<file path="config.mk">
export PLATFORM = sky130hd
export DESIGN_NAME = accel_magnitude_hold_gate_unit
export DESIGN_NICKNAME = d
export VERILOG_FILES = /design/src/hdl/amhg_pkg.sv /design/src/hdl/amhg_cfg_regs.sv /design/src/hdl/amhg_mag_stage.sv /design/src/hdl/amhg_hold_logic.sv /design/src/hdl/accel_magnitude_hold_gate_unit.sv
export SDC_FILE = /design/constraint.sdc
export NUM_CORES = 2
export LEC_CHECK = 0
export BUFFER_PORTS_ARGS = -buffer_cell sky130_fd_sc_hd__buf_2
export CORE_MARGIN = 5
export CORE_UTILIZATION = 46
export CTS_CLUSTER_DIAMETER = 200
export DETAILED_ROUTE_END_ITERATION = 6
export PLACE_DENSITY = 0.58
export REMOVE_ABC_BUFFERS = 1
export SKIP_CTS_REPAIR_TIMING = 1
export SLEW_MARGIN = 10
export SYNTH_ARGS = -nofsm -noshare
export SYNTH_HDL_FRONTEND = slang
export SYNTH_HIERARCHICAL = 1
export SYNTH_SLANG_ARGS = --single-unit
</file>
<file path="constraint.sdc">
create_clock -name i_clk -period 9.25 [get_ports i_clk]
set_input_delay 1.85 -clock i_clk [delete_from_list [all_inputs] [get_ports i_clk]]
set_output_delay 1.85 -clock i_clk [all_outputs]
set_load 0.02 [all_outputs]
</file>
<file path="src/hdl/amhg_pkg.sv">
`timescale 1ns / 1ps
`default_nettype none
// ----------------------------------------------------------------------------
// Acceleration magnitude hold gate: shared definitions
// Types, register codes and reset constants used by every block file.
// ----------------------------------------------------------------------------
package amhg_pkg;

    localparam int AXIS_W   = 16;
    localparam int TIME_W   = 32;
    localparam int CFG_W    = 16;
    localparam int SQ_W     = 31;
    localparam int SUM_W    = 32;
    localparam int THR_SQ_W = 2 * CFG_W;
    localparam int IDX_W    = 2;

    localparam logic [CFG_W-1:0] THRESHOLD_RST = 16'd10240;
    localparam logic [CFG_W-1:0] HOLD_RST      = 16'd300;
    localparam logic [CFG_W-1:0] TIMEOUT_RST   = 16'd10000;
    localparam logic [THR_SQ_W-1:0] THR_SQ_RST =
        THR_SQ_W'(32'd10240 * 32'd10240);

    typedef enum logic [IDX_W-1:0] {
        REG_MAG_THRESHOLD = 2'd0,
        REG_HOLD_DURATION = 2'd1,
        REG_QUEUE_TIMEOUT = 2'd2
    } t_cfg_reg;

    typedef struct packed {
        logic [THR_SQ_W-1:0] thr_sq;
        logic [CFG_W-1:0]    hold_ms;
        logic [CFG_W-1:0]    timeout_ms;
    } t_cfg;

    typedef struct packed {
        logic [SQ_W-1:0]   sq_x;
        logic [SQ_W-1:0]   sq_y;
        logic [SQ_W-1:0]   sq_z;
        logic [TIME_W-1:0] time_ms;
    } t_mag_item;

endpackage
`default_nettype wire

</file>
<file path="src/hdl/amhg_cfg_regs.sv">
`timescale 1ns / 1ps
`default_nettype none
// ----------------------------------------------------------------------------
// Configuration registers
// Holds the hold time and queue timeout, and keeps the threshold only as its
// square in a register of its own so that the compare needs no multiplier.
// ----------------------------------------------------------------------------
module amhg_cfg_regs (
    input  wire logic                        i_clk,
    input  wire logic                        i_rst_n,
    input  wire logic                        i_cfg_valid,
    output logic                             o_cfg_ready,
    input  wire logic [amhg_pkg::IDX_W-1:0]  i_cfg_index,
    input  wire logic [amhg_pkg::CFG_W-1:0]  i_cfg_data,
    output amhg_pkg::t_cfg                   o_cfg
);
    import amhg_pkg::*;

    logic [CFG_W-1:0]    r_hold;
    logic [CFG_W-1:0]    r_timeout;
    logic [THR_SQ_W-1:0] r_thr_sq;
    logic [THR_SQ_W-1:0] n_thr_sq;

    assign o_cfg_ready = 1'b1;
    assign n_thr_sq    = THR_SQ_W'(i_cfg_data) * THR_SQ_W'(i_cfg_data);

    always_ff @(posedge i_clk) begin
        if (!i_rst_n) begin
            r_thr_sq  <= THR_SQ_RST;
            r_hold    <= HOLD_RST;
            r_timeout <= TIMEOUT_RST;
        end else if (i_cfg_valid) begin
            unique case (i_cfg_index)
                REG_MAG_THRESHOLD: r_thr_sq  <= n_thr_sq;
                REG_HOLD_DURATION: r_hold    <= i_cfg_data;
                REG_QUEUE_TIMEOUT: r_timeout <= i_cfg_data;
                default: begin
                end
            endcase
        end
    end

    assign o_cfg.thr_sq     = r_thr_sq;
    assign o_cfg.hold_ms    = r_hold;
    assign o_cfg.timeout_ms = r_timeout;

endmodule
`default_nettype wire

</file>
<file path="src/hdl/amhg_mag_stage.sv">
`timescale 1ns / 1ps
`default_nettype none
// ----------------------------------------------------------------------------
// Sample register and squaring stage
// Registers the incoming sample, then registers the three axis squares.
// ----------------------------------------------------------------------------
module amhg_mag_stage (
    input  wire logic                         i_clk,
    input  wire logic                         i_rst_n,
    input  wire logic                         i_valid,
    output logic                              o_ready,
    input  wire logic [amhg_pkg::AXIS_W-1:0]  i_accel_x,
    input  wire logic [amhg_pkg::AXIS_W-1:0]  i_accel_y,
    input  wire logic [amhg_pkg::AXIS_W-1:0]  i_accel_z,
    input  wire logic [amhg_pkg::TIME_W-1:0]  i_sample_time_ms,
    output logic                              o_item_valid,
    input  wire logic                         i_item_ready,
    output amhg_pkg::t_mag_item               o_item
);
    import amhg_pkg::*;

    logic                      r_v1;
    logic signed [AXIS_W-1:0]  r_x;
    logic signed [AXIS_W-1:0]  r_y;
    logic signed [AXIS_W-1:0]  r_z;
    logic [TIME_W-1:0]         r_t1;
    logic                      r_v2;
    t_mag_item                 r_item;
    logic                      w_s2_ready;
    logic signed [2*AXIS_W-1:0] w_px;
    logic signed [2*AXIS_W-1:0] w_py;
    logic signed [2*AXIS_W-1:0] w_pz;

    assign w_s2_ready = !r_v2 || i_item_ready;
    assign o_ready    = !r_v1 || w_s2_ready;

    assign w_px = r_x * r_x;
    assign w_py = r_y * r_y;
    assign w_pz = r_z * r_z;

    always_ff @(posedge i_clk) begin
        if (!i_rst_n) begin
            r_v1 <= 1'b0;
            r_v2 <= 1'b0;
        end else begin
            if (o_ready) begin
                r_v1 <= i_valid;
            end
            if (w_s2_ready) begin
                r_v2 <= r_v1;
            end
        end
    end

    always_ff @(posedge i_clk) begin
        if (o_ready && i_valid) begin
            r_x  <= i_accel_x;
            r_y  <= i_accel_y;
            r_z  <= i_accel_z;
            r_t1 <= i_sample_time_ms;
        end
        if (w_s2_ready && r_v1) begin
            r_item.sq_x    <= w_px[SQ_W-1:0];
            r_item.sq_y    <= w_py[SQ_W-1:0];
            r_item.sq_z    <= w_pz[SQ_W-1:0];
            r_item.time_ms <= r_t1;
        end
    end

    assign o_item_valid = r_v2;
    assign o_item       = r_item;

endmodule
`default_nettype wire

</file>
<file path="src/hdl/amhg_hold_logic.sv">
`timescale 1ns / 1ps
`default_nettype none
// ----------------------------------------------------------------------------
// Threshold compare, hold timer and queued flag
// Sums the squares, compares with the squared threshold, updates the gate
// state and registers the result for the output channel.
// ----------------------------------------------------------------------------
module amhg_hold_logic (
    input  wire logic            i_clk,
    input  wire logic            i_rst_n,
    input  wire amhg_pkg::t_cfg  i_cfg,
    input  wire logic            i_item_valid,
    output logic                 o_item_ready,
    input  wire amhg_pkg::t_mag_item i_item,
    output logic                 o_valid,
    input  wire logic            i_ready,
    output logic                 o_trigger,
    output logic                 o_queued
);
    import amhg_pkg::*;

    logic              r_above;
    logic [TIME_W-1:0] r_since;
    logic [TIME_W-1:0] r_last_peak;
    logic              r_queued;
    logic              r_out_valid;
    logic              r_trig;
    logic              r_q_out;
    logic              n_above;
    logic [TIME_W-1:0] n_since;
    logic [TIME_W-1:0] n_last_peak;
    logic              n_queued;
    logic              n_trig;
    logic              w_take;
    logic              w_exceeds;
    logic              w_q_kept;
    logic [SUM_W-1:0]  w_sum;
    logic [TIME_W-1:0] w_d_peak;
    logic [TIME_W-1:0] w_d_since;

    assign o_item_ready = !r_out_valid || i_ready;
    assign w_take       = i_item_valid && o_item_ready;

    always_comb begin
        w_sum     = SUM_W'(i_item.sq_x) + SUM_W'(i_item.sq_y) + SUM_W'(i_item.sq_z);
        w_exceeds = w_sum >= i_cfg.thr_sq;
        w_d_peak  = i_item.time_ms - r_last_peak;
        w_d_since = i_item.time_ms - r_since;
        w_q_kept  = r_queued && !(w_d_peak > TIME_W'(i_cfg.timeout_ms));
        if (w_exceeds) begin
            n_above     = 1'b1;
            n_since     = r_above ? r_since : i_item.time_ms;
            n_last_peak = i_item.time_ms;
            n_trig      = r_above && (w_d_since > TIME_W'(i_cfg.hold_ms));
        end else begin
            n_above     = 1'b0;
            n_since     = i_item.time_ms;
            n_last_peak = r_last_peak;
            n_trig      = 1'b0;
        end
        n_queued = w_q_kept || n_trig;
    end

    always_ff @(posedge i_clk) begin
        if (!i_rst_n) begin
            r_above     <= 1'b0;
            r_since     <= '0;
            r_last_peak <= '0;
            r_queued    <= 1'b0;
            r_out_valid <= 1'b0;
        end else begin
            if (w_take) begin
                r_above     <= n_above;
                r_since     <= n_since;
                r_last_peak <= n_last_peak;
                r_queued    <= n_queued;
                r_out_valid <= 1'b1;
            end else if (i_ready) begin
                r_out_valid <= 1'b0;
            end
        end
    end

    always_ff @(posedge i_clk) begin
        if (w_take) begin
            r_trig  <= n_trig;
            r_q_out <= n_queued;
        end
    end

    assign o_valid   = r_out_valid;
    assign o_trigger = r_trig;
    assign o_queued  = r_q_out;

endmodule
`default_nettype wire

</file>
<file path="src/hdl/accel_magnitude_hold_gate_unit.sv">
`timescale 1ns / 1ps
`default_nettype none
// ----------------------------------------------------------------------------
// Acceleration magnitude hold gate
// Decides per accelerometer sample whether a downstream classifier runs.
// ----------------------------------------------------------------------------
// Each request on the sample channel carries signed Q4.12 x, y and z values
// and a millisecond timestamp. Each sample gives exactly one result request
// with a trigger bit and the queued flag after that sample's update.
// The sample is registered, the three squares are registered, and the sum is
// compared with the squared threshold while the hold and timeout state is
// updated into the result register. One sample is accepted every cycle
// while the receiver does not stall, set by the single state update stage.
// The configuration channel is always ready and writes one register per
// request; index 0 is the threshold, 1 the hold time, 2 the queue timeout,
// and any other index is ignored. A threshold write stores only its square.
// Reset empties the pipeline, clears the gate state and loads the register
// defaults. When the receiver stalls, the result holds and the pipeline
// keeps filling until all three stages are full, then o_ready drops.
// ----------------------------------------------------------------------------
module accel_magnitude_hold_gate_unit (
    input  wire logic                         i_clk,
    input  wire logic                         i_rst_n,
    input  wire logic                         i_valid,
    output logic                              o_ready,
    input  wire logic [amhg_pkg::AXIS_W-1:0]  i_accel_x,
    input  wire logic [amhg_pkg::AXIS_W-1:0]  i_accel_y,
    input  wire logic [amhg_pkg::AXIS_W-1:0]  i_accel_z,
    input  wire logic [amhg_pkg::TIME_W-1:0]  i_sample_time_ms,
    output logic                              o_valid,
    input  wire logic                         i_ready,
    output logic                              o_trigger,
    output logic                              o_queued,
    input  wire logic                         i_cfg_valid,
    output logic                              o_cfg_ready,
    input  wire logic [amhg_pkg::IDX_W-1:0]   i_cfg_index,
    input  wire logic [amhg_pkg::CFG_W-1:0]   i_cfg_data
);
    import amhg_pkg::*;

    t_cfg      w_cfg;
    t_mag_item w_item;
    logic      w_item_valid;
    logic      w_item_ready;

    amhg_cfg_regs u_cfg (
        .i_clk       (i_clk),
        .i_rst_n     (i_rst_n),
        .i_cfg_valid (i_cfg_valid),
        .o_cfg_ready (o_cfg_ready),
        .i_cfg_index (i_cfg_index),
        .i_cfg_data  (i_cfg_data),
        .o_cfg       (w_cfg)
    );

    amhg_mag_stage u_mag (
        .i_clk            (i_clk),
        .i_rst_n          (i_rst_n),
        .i_valid          (i_valid),
        .o_ready          (o_ready),
        .i_accel_x        (i_accel_x),
        .i_accel_y        (i_accel_y),
        .i_accel_z        (i_accel_z),
        .i_sample_time_ms (i_sample_time_ms),
        .o_item_valid     (w_item_valid),
        .i_item_ready     (w_item_ready),
        .o_item           (w_item)
    );

    amhg_hold_logic u_hold (
        .i_clk        (i_clk),
        .i_rst_n      (i_rst_n),
        .i_cfg        (w_cfg),
        .i_item_valid (w_item_valid),
        .o_item_ready (w_item_ready),
        .i_item       (w_item),
        .o_valid      (o_valid),
        .i_ready      (i_ready),
        .o_trigger    (o_trigger),
        .o_queued     (o_queued)
    );

endmodule
`default_nettype wire

</file>
-- After elaboration in Yosys (flattened, before gate mapping)
Index checks and enable logic that the tools add are counted.
- $add $sub $neg: 4
- $mul: 4
- div/mod/pow operators: 0
- order comparisons: 3
- eq/ne operators: 3
- shifts and indexed selects: 0
- muxes and demuxes: 6
- bitwise gates (word level): 0
- reduce and logical (&&, ||, !) cells: 20
- operators with widths (operator ; count):
    multiplier 16 x 16 -> 31 bit ; 3
    > comparator 32 x 16 -> 1 bit ; 2
    2-to-1 mux 32 bit ; 2
    subtractor 32 bit ; 2
    adder 31 x 31 -> 32 bit ; 1
    adder 32 x 31 -> 32 bit ; 1
    >= comparator 32 bit ; 1
    multiplier 16 x 16 -> 32 bit ; 1
    AND reduction 2 bit ; 5
    logical AND 1 bit ; 5
    logical NOT 1 bit ; 4
    logical OR 1 bit ; 4
    2-to-1 mux 1 bit ; 4
    equality test 2 x 1 -> 1 bit, second input constant ; 1
    equality test 2 bit, second input constant ; 1
    logical NOT 2 bit ; 1
    inequality test 2 bit, second input constant ; 1
    nonzero test 2 bit ; 1
- bits in registers: 340
- bits in latches: 0
- memory bits (writable): 0
- bits in read-only memories: 0
- input bits: 103
- word-level logic and storage cells: 60
- memories kept: 0

-- Depth between registers and ports, before layout
- word-level depth: 5
- gate-level depth with buffers: 33

-- Modules after synthesis
Netlist, hierarchy kept.
- modules (own cells, without submodules) (module ; instances ; cells an instance ; area an instance (µm²) ; sequential area each (µm²)):
    amhg_mag_stage ; 1 ; 3129 ; 32352.3 ; 6105.9
    amhg_hold_logic ; 1 ; 1277 ; 10033.4 ; 1401.3
    amhg_cfg_regs ; 1 ; 1151 ; 10007.1 ; 1261.2

-- Worst setup path after synthesis
No wires, ideal clock.
- path type: input to register
- from: input port i_ready
- to: register u_mag.r_item (netlist bit u_mag/o_item[0]), enable pin
- arrival: 7.460 ns
- data required time: 8.631 ns
- path slack: 1.170 ns
- stages on the path: 3
- path buffers: 0
- cells stage by stage: nand2b_1 -> nor2b_1 -> nor2b_1
- longest elaborated chain between the ends: 3
- RTL lines (element ; RTL line ; RTL):
    start: declaration ; accel_magnitude_hold_gate_unit.sv:31 ; input wire logic i_ready,
    logical OR 1 bit ; amhg_hold_logic.sv:41 ; assign o_item_ready = !r_out_valid || i_ready;
    logical OR 1 bit ; amhg_mag_stage.sv:34 ; assign w_s2_ready = !r_v2 || i_item_ready;
    logical AND 1 bit ; amhg_mag_stage.sv:62 ; if (w_s2_ready && r_v1) begin
    end: declaration ; amhg_mag_stage.sv:28 ; t_mag_item r_item;
No other way between the ends.
A chain may end at the register's enable or synchronous reset.

-- Worst setup path in the final report
- from: register u_mag.r_y[12]
- to: register u_mag.r_item (netlist bit u_mag/o_item[93]) (data pin)
- longest elaborated chain between the ends: 1
- RTL lines (element ; RTL line ; RTL):
    start: declaration ; amhg_mag_stage.sv:24 ; logic signed [AXIS_W-1:0] r_y;
    start signal: assignment ; amhg_mag_stage.sv:58 ; r_y <= i_accel_y;
    multiplier 16 x 16 -> 31 bit ; amhg_mag_stage.sv:38 ; assign w_py = r_y * r_y;
    net u_mag.w_py[30] ; amhg_mag_stage.sv:31 ; logic signed [2*AXIS_W-1:0] w_py;
The timed path passes the listed nets, and every way through them passes these cells.

==> parameters.txt <==
Parameter                              Value

Worst setup path
  Launch point of the worst reg-to-reg path    u_mag/r_y[12]
  Critical-path maximum fanout    9
  Data arrival time at the worst-slack endpoint    7.82 ns
  Reg2reg setup slack    1.79 ns
  Stages on worst setup path    21
  Type of element capturing the critical path    flip-flop
  Ordered list of cells on the worst path    clkinv_1 > nor2_1 > ha_1 > xor2_1 > fa_1 > fa_1 > inv_1 > fa_1 > fa_1 > inv_1 > fa_1 > inv_1 > ha_1 > a21oi_1 > o2111ai_1 > or3_1 > a221o_1 > a41oi_2 > o2111ai_1 > a21oi_1 > xnor2_1
  Launch point of the critical path    u_mag/r_y[12]
  Reg2Reg Capture Point    u_mag/o_item[93]
  Worst reg-to-reg path cell count    21
  Kind of cell with the highest combined delay on the critical path    adder cells
  CP startpoint kind    flip-flop
  Standard cell with the maximum stage delay on the critical path    sky130_fd_sc_hd__edfxtp_1
  Start-to-end type of the worst setup path    flip-flop to flip-flop
  Worst endpoint required time    9.60 ns
  Worst setup path end    u_mag/o_item[93]
  Peak per-stage delay on the critical path    0.63 ns
  Buffer and inverter count on the worst path    4
  Cell mode on critical path    sky130_fd_sc_hd__fa_1

Layout
  Number of inserted filler cells in the final layout    10680
  Seq. cell area    8768 µm²
  Finished Core Util    0.4951
  Antenna Cells    0
  Syn-to-layout area delta    6.603%
  Net total in the final layout    7065
  Multi-input gate area    37760 µm²
  Proportion of layout cells with a drive suffix above 1    0.04771

Run status
  Run status    completed

Clock network
  Maximum clock path buffer count    3
  Clock latency on the worst-skew pair    0.64 ns
  Clock tree from TritonCTS    yes
  Cts bufs inserted    44
  CTS H-tree lvls    2
  Number of sinks on the clock net    336
  Clk slew on worst S/H paths    0.06 ns
  CTS Root Buffer Type    sky130_fd_sc_hd__clkbuf_16

STA
  Fin Clk Skew    0.04256 ns
  Transition time of the tightest slew-check pin    1.022 ns
  Unrepaired setup endpoints after global routing    false
  Minimum period implied by the final worst setup slack    7.463 ns
  Setup-failing EPs final    0
  Fin. Hold Viols    0
  Share of the clock period used by the worst path after layout    0.8069
  Number of slew-limit violations in the final report    0
  Worst slew margin relative to its limit    0.3173
  Worst slack on hold paths    0.4176 ns
  Maximum clock frequency    134.0 MHz
  Setup_tns    0 ns

Synthesis
  Synth cell types    105
  Commonest cells in the netlist    1384 x sky130_fd_sc_hd__inv_1, 884 x sky130_fd_sc_hd__fa_1, 518 x sky130_fd_sc_hd__ha_1, 472 x sky130_fd_sc_hd__nand2_1, 243 x sky130_fd_sc_hd__a21oi_1
  Library cell with the highest instance count after synthesis    sky130_fd_sc_hd__inv_1
  Proportion of synthesized chip area in sequential cells    0.1674
  Number of enable flip-flop cells after synthesis    204
  Cell count after synthesis    5557
  Top cells by area in the synthesized netlist    sky130_fd_sc_hd__fa_1 34%, sky130_fd_sc_hd__ha_1 12%, sky130_fd_sc_hd__edfxtp_1 12%, sky130_fd_sc_hd__inv_1 9.9%, sky130_fd_sc_hd__dfxtp_1 5.0%
  Synth area leader    sky130_fd_sc_hd__fa_1
  Register bit total from synthesis    336
  Syn_area_per_cell    9.428 µm²
  Area fraction of the dominant cell type after synthesis    0.3378
  Async S/R FF share, synth    0
  Primary flip-flop cell chosen by synthesis mapping    sky130_fd_sc_hd__edfxtp_1
  Count of warnings emitted by yosys    6
  Post-Syn Area    52390 µm²

Die
  Count of boundary I/O pins    108
  Initial core utilization    0.4644
  Floorplan core area    112800 µm²
  Horizontal extent of the die    347.5 µm
  Overall die area    120700 µm²
  Row count    123
  Vertical die dimension    347.5 µm

Drt
  Final routed DRC violation total    0
  Final antenna-violating net count    0
  Vias    36100
  First-pass iteration count of the detailed router    5
  Aggregate routed wire length    120.6 mm
  Via density per instance    5.087
  Wire length per cell    16.99 µm
  Starting DRC count in detailed routing    1825

Global route
  Global-route total usage across every layer    0.2057
  Vias in the first global route    38180
  Number of antenna violations at the first check in global routing    4
  Wire length of the first global-routing pass    201.3 mm
  Maximum number of pins on one net before global-route repair    123
  Residual overflow from global routing    0

Placed design
  Placer congestion estimate    0.8781
  HPWL after detailed placement    98.12 mm
  Port Buffer Count    106

Job
  Number of maximum-capacitance violations    0

Min path
  Worst hold path class    flip-flop to flip-flop
## placed cells by master, fill, tap and decap left out, types with 49 or more instances in the layout
| cell | instances |
|---|---|
| sky130_fd_sc_hd__nor3_1 | 49 |
| sky130_fd_sc_hd__nand3_1 | 52 |
| sky130_fd_sc_hd__edfxtp_1 | 204 |
| sky130_fd_sc_hd__a21oi_1 | 243 |
| sky130_fd_sc_hd__and2_1 | 149 |
| sky130_fd_sc_hd__a21o_1 | 102 |
| sky130_fd_sc_hd__dfxtp_1 | 132 |
| sky130_fd_sc_hd__inv_1 | 1384 |
| sky130_fd_sc_hd__fa_1 | 884 |
| sky130_fd_sc_hd__xnor2_1 | 170 |
| sky130_fd_sc_hd__nand2_1 | 472 |
| sky130_fd_sc_hd__xor2_1 | 56 |
| sky130_fd_sc_hd__ha_1 | 518 |
| sky130_fd_sc_hd__nor2b_1 | 88 |
| sky130_fd_sc_hd__buf_2 | 105 |
| sky130_fd_sc_hd__o21ai_0 | 103 |
| sky130_fd_sc_hd__nor2_1 | 224 |
## how the worst min path moves through the flow
stage | startpoint | end | slack (ns) | cells past startpoint
2_1_floorplan | u_mag/r_t1[0] | u_mag/o_item[0] | 0.40 | 0
3_3_place_gp | u_mag/r_t1[29] | u_mag/o_item[29] | 0.40 | 0
3_5_place_dp | u_mag/r_t1[25] | u_mag/o_item[25] | 0.40 | 0
6_report | u_mag/r_t1[11] | u_mag/o_item[11] | 0.42 | 0
5_1_grt | u_mag/r_t1[31] | u_mag/o_item[31] | 0.43 | 0
4_1_cts | u_mag/r_t1[19] | u_mag/o_item[19] | 0.41 | 0
## through the flow
| step | setup WS (ns) | std cells | instance area (µm²) |
|---|---|---|---|
| final | 1.787 | 7096 | 55850 |
| after detailed placement | 1.410 | 7014 | 54280 |
| after CTS | 1.674 | 7096 | 55850 |
| after global routing | 1.440 | 7096 | 55850 |
| after floorplan | 1.170 | 5392 | 51720 |
| after global placement | 1.433 | 7014 | 54280 |
## registers in the layout, summed over array words and instances, names as in the netlist
register,flops
u_cfg/r_thr_sq,31
u_mag/r_z,16
u_cfg/r_timeout,16
u_cfg/r_hold,16
u_hold/o_valid,1
u_hold/r_since,32
u_mag/r_t1,32
u_hold/o_trigger,1
u_hold/r_last_peak,32
u_mag/r_x,16
u_hold/r_above,1
u_mag/r_v1,1
u_hold/r_queued,1
u_mag/o_item,122
u_mag/r_y,16
u_hold/o_queued,1
u_mag/o_item_valid,1
## cell type report
cell class              count  share of cell area
clock inverters            29            0.007034
repair buffers            122             0.01192
multi-input cells        3666              0.6760
flip-flops and latches    336              0.1570
clock buffers              53             0.02104
inverters                1390             0.09342
well taps                1500             0.03360
## cell families after synthesis
group / after synthesis / share of synthesized area
AOI/OAI and AO/OA: 753 / 0.09629
xor gates and xnor gates: 226 / 0.03778
adders and majority gates: 1402 / 0.4615
buffers and inverters: 1557 / 0.1125
DFF: 336 / 0.1674
muxes: 50 / 0.009672
other: 3 / 0.0002149
and+or+nand+nor: 1230 / 0.1147
## per-layer routing
metal | part of all wire | routed length [µm] | vias up | GRT usage
met5 | 0 | 0 | - | 0
met4 | 0.023 | 2818 | 0 | 0.04634
met1 | 0.46 | 55150 | 17930 | 0.2887
met2 | 0.48 | 57810 | 619 | 0.3449
li1 | - | - | 17420 | -
met3 | 0.040 | 4787 | 125 | 0.02417
Power is not shown: default switching activity piles up to over one toggle a cycle in this logic, so the estimate is an artifact.
